### src/lobm_pkg.sv
// Package for the limit order book matcher.
// Holds the operation, status and record-kind codes; depends on nothing.
package lobm_pkg;

  localparam logic [1:0] FUNC_ADD    = 2'd0;
  localparam logic [1:0] FUNC_CANCEL = 2'd1;
  localparam logic [1:0] FUNC_MODIFY = 2'd2;
  localparam logic [1:0] FUNC_UNUSED = 2'd3;

  localparam logic [1:0] ST_OK      = 2'd0;
  localparam logic [1:0] ST_DUP     = 2'd1;
  localparam logic [1:0] ST_UNKNOWN = 2'd2;
  localparam logic [1:0] ST_FULL    = 2'd3;

  localparam logic KIND_TRADE = 1'b0;
  localparam logic KIND_DONE  = 1'b1;

  localparam logic SIDE_BID = 1'b0;

endpackage

### src/lobm_rank.sv
// Shared price-time rank compare used during the best-order scan.
// Decides whether a slot beats the current best on its own side; uses lobm_pkg.
module lobm_rank #(
  parameter int PRICE_BITS = 16
) (
  input  logic                  side,
  input  logic [PRICE_BITS-1:0] price,
  input  logic [31:0]           age,
  input  logic                  best_have,
  input  logic [PRICE_BITS-1:0] best_price,
  input  logic [31:0]           best_age,
  output logic                  take
);

  logic better_price;

  always_comb begin
    if (side == lobm_pkg::SIDE_BID) begin
      better_price = price > best_price;
    end else begin
      better_price = price < best_price;
    end
    if (!best_have) begin
      take = 1'b1;
    end else if (price != best_price) begin
      take = better_price;
    end else begin
      take = age > best_age;
    end
  end

endmodule

### config.mk
export PLATFORM = sky130hd
export DESIGN_NAME = lobm_rank
export DESIGN_NICKNAME = d
export VERILOG_FILES = /design/src/lobm_pkg.sv /design/src/lobm_rank.sv
export SDC_FILE = /design/constraint.sdc
export NUM_CORES = 1
export LEC_CHECK = 0
export ABC_AREA = 1
export BUFFER_PORTS_ARGS = -buffer_cell sky130_fd_sc_hd__buf_2
export CAP_MARGIN = 15
export CORE_MARGIN = 2
export CORE_UTILIZATION = 43
export DETAILED_ROUTE_END_ITERATION = 12
export PLACE_DENSITY_LB_ADDON = 0.3
export SLEW_MARGIN = 20
export SYNTH_ARGS = -nofsm -noshare
export SYNTH_HDL_FRONTEND = slang
export SYNTH_SLANG_ARGS = --single-unit
### constraint.sdc
create_clock -name vclk -period 1.2
set_input_delay 0.06 -clock vclk [all_inputs]
set_output_delay 0.06 -clock vclk [all_outputs]
set_load 0.01 [all_outputs]
==> Yosys cells after proc, flatten, opt, wreduce, memory -nomap -nowiden <==
Cells that the tools add are included.
{ "totals": {"reg_bits": 0, "in_bits": 98, "out_inout_bits": 1} }
{ "op_classes": {"n_lt_le_gt_ge": 3, "n_eq_ne": 1, "n_mux": 3} }
{ "op_table": {"columns": ["cell", "n"], "rows": [
  ["32-bit greater-than comparator", 1],
  ["16-bit greater-than comparator", 1],
  ["16-bit less-than comparator", 1],
  ["16-bit inequality test", 1],
  ["1-bit two-way mux", 3]
]} }

==> Logic depth before layout (Yosys ltp) <==
{ "depth": {"ltp_word": 4, "ltp_mapped": 15, "depth_no_buf": 15} }

==> Worst setup path after synthesis <==
Ideal clock, no wire load.
{ "synth_timing": {"path_kind": "input-to-output", "from": "input best_price[15]", "to": "output take", "arrival_ns": 1.047, "setup_slack_ns": 0.093, "stages": 11, "path_cell_list": "inv_1 -> ha_1 -> nand2_2 -> nor2_4 -> nand2_2 -> nor2_4 -> nand2_1 -> nand3_1 -> nand2_1 -> nand3_1 -> nand3_1"} }
{ "synth_between": {"elab_chain_len": 4, "word_cells_on_any_way": 6, "classes_between": "2 x order compare; 1 x eq/ne; 3 x mux"} }
{ "synth_rtl": {"columns": ["item", "line", "rtl"], "rows": [
  ["start, declared", "lobm_rank.sv:10", "input logic [PRICE_BITS-1:0] best_price,"],
  ["16-bit greater-than comparator / 16-bit less-than comparator (equally long branches)", "lobm_rank.sv:19, lobm_rank.sv:21", null],
  ["1-bit two-way mux", "lobm_rank.sv:18", "if (side == lobm_pkg::SIDE_BID) begin"],
  ["1-bit two-way mux *", "lobm_rank.sv:25", "end else if (price != best_price) begin"],
  ["1-bit two-way mux *", "lobm_rank.sv:23", "if (!best_have) begin"],
  ["end, declared", "lobm_rank.sv:12", "output logic take"]
]} }
Mark *: on every way between the ends. The rest lies on a longest branch, timed or not.

==> Worst setup path after layout <==
{ "layout_timing": {"from": "input age[15]", "to": "output take"} }
{ "layout_between": {"elab_chain_len": 3} }
{ "layout_rtl": {"columns": ["item", "line", "rtl"], "rows": [
  ["start, declared", "lobm_rank.sv:8", "input logic [31:0] age,"],
  ["32-bit greater-than comparator", "lobm_rank.sv:28", "take = age > best_age;"],
  ["1-bit two-way mux", "lobm_rank.sv:25", null],
  ["1-bit two-way mux", "lobm_rank.sv:23", null]
]} }
Every way passes these cells.

==> impl_results.md <==
* CP Max Fanout at 2
* Port bufs at 99
* Req. time, crit path at 1140 ps
* Initial Util at 0.445
* Cell taking the most area after synthesis: ha_1
* Die Height at 60.0 µm
* Slew Limit Fails at 0
* Fillcell total at 211
* Avg Cell Area, Syn at 6.24 µm²
* LEAKAGE at 1.37 nW
* Via count at 1,686
* Library cells used by synthesis at 16
* Final antenna-violating net count at 0
* Slowest cell on crit path: ha_1
* Status: complete, but fails checks
* Violated checks: negative setup slack
* Setup CP Type: input port to primary output
* Most numerous cell on the critical path: nand2_1
* Fin area at 0.00246 mm²
* RSZ-0062 raised after global routing: true
* Final worst slack at -148 ps
* Syn nets at 362
* RePlAce Congestion at 0.869
* Final Hold Fails at 0
* Cells after synthesis at 216
* Pwr per Cell Area at 341 mW/mm²
* # nets final at 466
* Relative slew margins at 0.883
* N_diodes at 0
* Critical path endpoint category: primary output
* Layout area overhead at 82.3%
* Final min period at 1350 ps
* Share of cells above drive strength 1 at 0.566
* Crit-path cells: buf_2, ha_1, a21oi_1, o21ai_1, a21oi_2, nand2_1, nand2_1, nand2_1, nand2_1, nand3_1, buf_2
* Final WL at 4.14 mm
* Post-DP HPWL at 2.70 mm
* Hold-fix buffers, CTS at 0
* Post-synth top area share at 0.446
* Synth top cells by count: inv_1, ha_1, nand2_1
* Largest net degree at the start of global routing at 4
* Final setup viols at 1
* Register area share after synthesis at 0
* Initial antenna violation count at 0
* Area contributors post-synth: ha_1, inv_1, nand2_1
* CP peak stage delay at 310 ps
* # rows at 20
* Clk_buf instances at 0
* Die width at 60.0 µm
* FFs & Latches at 0
* Setup total negative slack at -148 ps
* Least-Margin Pin Slew at 174 ps
* Storage cell area at 0 µm²
* Global-route wire length before repair at 5.19 mm
* DR vias/cell at 4.66
* Buf/Inv on CP at 2
* Max-Cap Viols at 0
* Most common cell in the netlist: inv_1
* I/O pin total at 99
* Crit start category: input port
* Core area at 0.00303 mm²
* Vias in the first global route at 1,367
* All-Layer GR Usage at 0.177
* Drt first-iter violations at 45
* Largest delay share family, worst path: compound AO/OA/AOI/OAI gates
* Post-Syn Area at 0.00135 mm²
* Period utilisation layout at 1.12
* Worst EP arrival at 1290 ps
* Placed cell areas at 0.00192 mm²
* Wirelength per Cell at 11.4 µm
* Total grt overflow at 0
* Die Area at 0.00360 mm²
* Synth Warn # at 0
* DRC errors left at 0
* Max Clk Rate at 742 MHz
* DRT Pass-1 Iters at 4
* Worst vdd ir at 0.211 mV
* Worst Hold Class: input port to primary output
timing repair:
item | 4_1_cts | 5_1_grt
endpoints found under the setup margin | 1 | 1
cloned | 0 | 0
resized for setup | 35 | 63
setup buffers | 0 | 0
pin swaps | 19 | 38
hold endpoints to repair | 0 | 0
power by group:
part           total, mW  internal, mW  switching [mW]
logic              0.838         0.440           0.398
registers              0             0               0
clock network          0             0               0
metal layers:
layer | track usage | wire length [µm]
met1 | 0.216 | 1560
met5 | 0 | 0
met3 | 0.0216 | 258
met4 | 0 | 57
met2 | 0.346 | 2270
cell usage in the layout (no fill, tap or decap), drive strengths merged:
cell type / Yosys / layout
buf: 0 / 102
nor2: 14 / 14
nand3: 8 / 8
a21boi: 1 / 1
nand4: 5 / 5
a21o: 2 / 2
nand2: 51 / 51
inv: 62 / 62
o21a: 1 / 1
ha: 48 / 48
a21oi: 20 / 20
o21ai: 4 / 4
cell type report:
cell class	instances	area [µm²]	share of cell area
Inverter	62	240	0.0978
Multi-Input combinational cell	154	1560	0.636
Tap cell	44	55.1	0.0224
Timing Repair Buffer	102	599	0.244
logic make-up (layout without fill, tap and decap cells):
logic type                 count (synthesis)  count (layout)  share of synthesized area
and+or+nand+nor                           78              78                      0.270
buffers and inverters                     62             164                      0.173
adders and majority gates                 48              48                      0.446
AOI/OAI and AO/OA                         28              28                      0.111
final timing paths:
kind	startpoint	cells past startpoint	slack, ps	end
setup / recovery	age[15]	11	-150	take
hold / removal	best_have	3	400	take
stage by stage:
stage / hold WS, ps / total power [mW] / setup slack, ps / utilization / instances
5_1_grt: 411 / 0.939 / -261 / 0.811 / 362
3_5_place_dp: 395 / 0.565 / -165 / 0.634 / 362
2_1_floorplan: 224 / 0.332 / 93.4 / - / 216
4_1_cts: 399 / 0.658 / -120 / 0.708 / 362
3_3_place_gp: 395 / 0.554 / -127 / 0.634 / 362
6_report: 395 / 0.838 / -148 / 0.811 / 362
No activity file was read; power rests on OpenSTA's default activity.
