--- config.mk ---
export PLATFORM = sky130hd
export DESIGN_NAME = lobm_slot_mem
export DESIGN_NICKNAME = d
export VERILOG_FILES = /design/src/lobm_slot_mem.sv
export SDC_FILE = /design/constraint.sdc
export NUM_CORES = 2
export LEC_CHECK = 0
export BUFFER_PORTS_ARGS = -buffer_cell sky130_fd_sc_hd__buf_4
export CORE_AREA = 10 10 496 498
export DETAILED_ROUTE_END_ITERATION = 16
export DIE_AREA = 0 0 506 508
export PLACE_DENSITY_LB_ADDON = 0.15
export SYNTH_ARGS = -nofsm -noshare
export SYNTH_HDL_FRONTEND = slang
export SYNTH_SLANG_ARGS = --single-unit
--- constraint.sdc ---
create_clock -name clk -period 11.1 [get_ports clk]
set_input_delay 1.665 -clock clk [delete_from_list [all_inputs] [get_ports clk]]
set_output_delay 1.665 -clock clk [all_outputs]
set_load 0.05 [all_outputs]
--- src/lobm_slot_mem.sv ---
// Order slot storage: id, side, price, remaining quantity and arrival sequence.
// One write port (whole record or remaining only), one registered read port; uses no package.
module lobm_slot_mem #(
  parameter int SLOTS = 32,
  parameter int PRICE_BITS = 16,
  parameter int IDX = 5
) (
  input  logic                  clk,
  input  logic                  we_rec,
  input  logic                  we_rem,
  input  logic [IDX-1:0]        waddr,
  input  logic [31:0]           wr_id,
  input  logic                  wr_side,
  input  logic [PRICE_BITS-1:0] wr_price,
  input  logic [31:0]           wr_rem,
  input  logic [31:0]           wr_seq,
  input  logic                  re,
  input  logic [IDX-1:0]        raddr,
  output logic [31:0]           rd_id,
  output logic                  rd_side,
  output logic [PRICE_BITS-1:0] rd_price,
  output logic [31:0]           rd_rem,
  output logic [31:0]           rd_seq
);

  logic [31:0]           id_mem    [SLOTS];
  logic                  side_mem  [SLOTS];
  logic [PRICE_BITS-1:0] price_mem [SLOTS];
  logic [31:0]           rem_mem   [SLOTS];
  logic [31:0]           seq_mem   [SLOTS];

  always_ff @(posedge clk) begin
    if (we_rec) begin
      id_mem[waddr]    <= wr_id;
      side_mem[waddr]  <= wr_side;
      price_mem[waddr] <= wr_price;
      seq_mem[waddr]   <= wr_seq;
    end
    if (we_rec || we_rem) begin
      rem_mem[waddr] <= wr_rem;
    end
  end

  always_ff @(posedge clk) begin
    if (re) begin
      rd_id    <= id_mem[raddr];
      rd_side  <= side_mem[raddr];
      rd_price <= price_mem[raddr];
      rd_rem   <= rem_mem[raddr];
      rd_seq   <= seq_mem[raddr];
    end
  end

endmodule

* Yosys cells after proc, flatten, opt, wreduce, memory -nomap -nowiden
Memory sizes are Yosys's and may differ from the RTL's. A register that Yosys moved wholly into a read port is not among the register bits.
Index checks and enable logic that the tools add are counted.
W data, S select, Z words.
** Cells by class
- Muxes and demuxes :: 4
- Reductions and logical operators :: 1
** Operators with widths (number)
- $mux W1 :: 4
- $logic_or A1 B1 Y1 :: 1
** Word-level totals
- Bits in registers :: 0
- RAM bits :: 3616
- Input bits :: 127
- Output and inout port bits :: 113
- Memories :: 5
** Memory list
- id_mem :: depth 32, bits a word 32, read ports 1, clocked after Yosys merged registers in 1, write ports 1, line 26 : logic [31:0] id_mem [SLOTS];
- rem_mem :: depth 32, bits a word 32, read ports 1, clocked after Yosys merged registers in 1, write ports 1, line 29 : logic [31:0] rem_mem [SLOTS];
- seq_mem :: depth 32, bits a word 32, read ports 1, clocked after Yosys merged registers in 1, write ports 1, line 30 : logic [31:0] seq_mem [SLOTS];
- price_mem :: depth 32, bits a word 16, read ports 1, clocked after Yosys merged registers in 1, write ports 1, line 28 : logic [PRICE_BITS-1:0] price_mem [SLOTS];
- side_mem :: depth 32, bits a word 1, read ports 1, clocked after Yosys merged registers in 1, write ports 1, line 27 : logic side_mem [SLOTS];

* Logic depth before layout (Yosys ltp)
- Depth in word-level cells :: 3
- Depth in mapped cells :: 9
- Mapped depth without buffers :: 4

* Worst setup path before layout
No wires, ideal clock.
- Path kind :: input to register
- Start :: input waddr[4]
- End :: memory id_mem[16][0], enable pin
- Library setup time :: 0.521 ns
- Arrival time :: 5.886 ns
- Setup slack :: 4.692 ns
- Cell stages on the path :: 4
- Buffers on the path :: 2
- Path through :: clkbuf_1 or3b_2 clkbuf_1 nor2_1
** RTL lines
- start: declaration :: line 11 : input logic [IDX-1:0] waddr,
- end: declaration :: line 26
Straight into the memory's write port.

==> results.txt <==
status: complete, no violations
initial antenna violation count: 27
Max Slew Vio Count: 0
critical path arrival: 5750 ps
sequential cell area: 0.1120 sq mm
hold path depth: 4
Mapped Cells: 6624
DRT Pass-1 Iters: 7
average wire per cell in the routed design: 35.30 um
NumNets Final: 7150
design area: 0.1586 sq mm
Min-Delay Path Class: register to register
io pins: 240
Crit Path Category: input pin to register
cell row count: 179
vias in the first global route: 69924
Vias: 71373
Req. time, crit path: 11790 ps
CTS root buf: clkbuf_16
initial core utilization: 59.54%
fillers: 14947
slew margin rel.: 9.566%
Yosys top cell by area: edfxtp_1
setup bufs post-CTS: 0
all-layer global routing usage: 28.35%
sw frac: 21.04%
Lkg Pwr: 51.91 nW
most common cell after layout, fill and taps aside: edfxtp_1
P_int: 23.35 mW
post-cts gate resize count: 0
Clock Power Share: 41.4%
Core ar.: 0.2365 sq mm
CP Max Fanout: 137
multiplexer share of the synthesized area: 13.65%
Multi-input gate area: 0.02751 sq mm
largest family of logic cells by synthesized area: multiplexers
dpl hpwl: 183400 um
Syn Nets: 6751
Max IR drop VDD: 0.2009 mV
Area Overhead vs Synth: 12.63%
clock buffer depth: 4
Worst setup EP type: register
switching power: 6.223 mW
final setup vio count: 0
total CTS buffers: 381
Final period util: 45.54%
final cell count without fillers: 10501
overall die height: 508 um
Synth Register Bits: 3729
r2r worst-path depth: 4
clk_skew: 67.24 ps
DR vias/cell: 6.797
layout cells sized above 1: 19.88%
gr ovfl total: 0
largest net degree at the start of global routing: 150
RSZ-0062 raised after global routing: false
Seq/Total Area, Yosys: 79.52%
Seq pwr share: 53.5%
Area after DPL: 0.1467 sq mm
Synth Cell Area: 0.1408 sq mm
Power Total: 29.58 mW
Port Buffer Count: 239
share of the synthesized area in the top cell type: 79.52%
total of max-cap violations: 0
Mean Syn Cell Area: 21.26 sq um
Compound-Gate Fraction of Synth Area: 4.049%
simple-gate area share of the yosys netlist: 1.388%
Gate power share: 5.1%
adder-cell share of the synthesized area: 0%
later-pin clock latency in the skew report: 980 ps
Post-route DRC: 0
Final Hold Viols: 0
clock sinks: 3729
Worst Setup Start Kind: input pin
most frequent cells in the layout: edfxtp_1, mux2i_1, a22oi_1
setup_tns: 0 ps
die area: 0.2570 sq mm
Hold-fix buffers, CTS: 0
Synth area leaders: edfxtp_1, mux4_2, mux2i_1
Post-Route WL: 370700 um
first-pass GRT wire length: 522400 um
Inst Count DP: 9807
Period minus WS final: 5055 ps
antenna-violating nets left: 0
hold_ws: 693.7 ps
1st-iter DRT viols: 10154
power per cell area: 186.5 mW/mm^2
yosys warns: 0
slew at the pin closest to its max-slew limit: 1353 ps
Peak Freq: 197.8 MHz
XOR/XNOR Fraction of Synth Area: 0%
clock-pin slew on the worst setup and hold paths: 60 ps
Die W: 506 um
CTS H-tree depth: 5
RD Place Congestion: 0.7826
CTS tree: yes
post-synth cell types: 34
-- area by class of cell --
| type | instances | share of cell area [%] |
|---|---|---|
| Antenna cell | 19 | 0.02998 |
| Clock buffer | 475 | 6.328 |
| Clock inverter | 200 | 1.124 |
| Inverter | 1 | 0.002367 |
| Multi-Input combinational cell | 2512 | 17.35 |
| Sequential cell | 3729 | 70.60 |
| Tap cell | 3167 | 2.499 |
| Timing Repair Buffer | 398 | 2.065 |
-- worst paths after layout --
check                                                from                    to  slack (ps)
worst max-delay path                             raddr[0]    rd_id[6]$_DFFE_PP_        6040
worst min-delay path              id_mem[20][9]$_DFFE_PP_    rd_id[9]$_DFFE_PP_         690
worst max register to register  rem_mem[15][19]$_DFFE_PP_  rd_rem[19]$_DFFE_PP_        9020
worst min register to register    id_mem[20][9]$_DFFE_PP_    rd_id[9]$_DFFE_PP_         690
-- synth_stat cells, drive strengths merged --
cell and number:
a31oi 81, and3b 1, and2 10, nand4 32, nand3 228, a22o 81
or3 1, or3b 2, nor3b 1, o21ai 3, nand3b 3, and2b 1
nor3 4, nand2b 1, inv 1, mux2i 904, mux4 452, nand2 14
and3 1, clkbuf 153, o211ai 1, buf 229, nor2b 16, a32oi 3
a21oi 9, edfxtp 3729, nor2 78, a22oi 585
-- per-layer routing --
layer | GRT usage, % | wire length (um) | vias to the layer above
li1 | - | - | 28649
met1 | 41.13 | 144500 | 37856
met2 | 44.49 | 176400 | 4186
met3 | 5.396 | 38210 | 664
met4 | 8.621 | 11490 | 18
met5 | 0 | 95 | -
-- registers in the layout, summed over array words and instances (netlist names), 16 cells and up --
| register | count |
|---|---|
| id_mem | 1024 |
| side_mem | 32 |
| rd_seq | 32 |
| seq_mem | 1024 |
| rd_rem | 32 |
| price_mem | 512 |
| rd_id | 32 |
| rem_mem | 1024 |
| rd_price | 16 |
-- worst max-delay path, cell delays in order --
cell and delay (ps):
buf_8 430, buf_12 670, buf_12 780, buf_12 720
mux4_2 630, a22oi_1 250, nand4_1 120
-- power by group through the flow --
stage / Sequential, mW / Combinational, mW / Clock [mW]
floorplan: 16.2 / 0.743 / 0
global placement: 16.1 / 1.48 / 0
detailed placement: 16.1 / 1.51 / 0
CTS: 15.8 / 1.51 / 12.4
global route: 15.8 / 1.59 / 12.9
finish: 15.8 / 1.51 / 12.2
-- cells by family after synthesis --
logic type      Yosys count
compound gates          763
simple gates            393
mux                    1356
buf+inv                 383
flops                  3729
-- metrics by stage --
step,setup slack [ps],utilization (%)
floorplan,4692,-
global placement,5127,62.04
detailed placement,5099,62.04
CTS,6100,67.04
global route,5777,67.05
finish,6045,67.06
(Power assumes the default switching activity.)
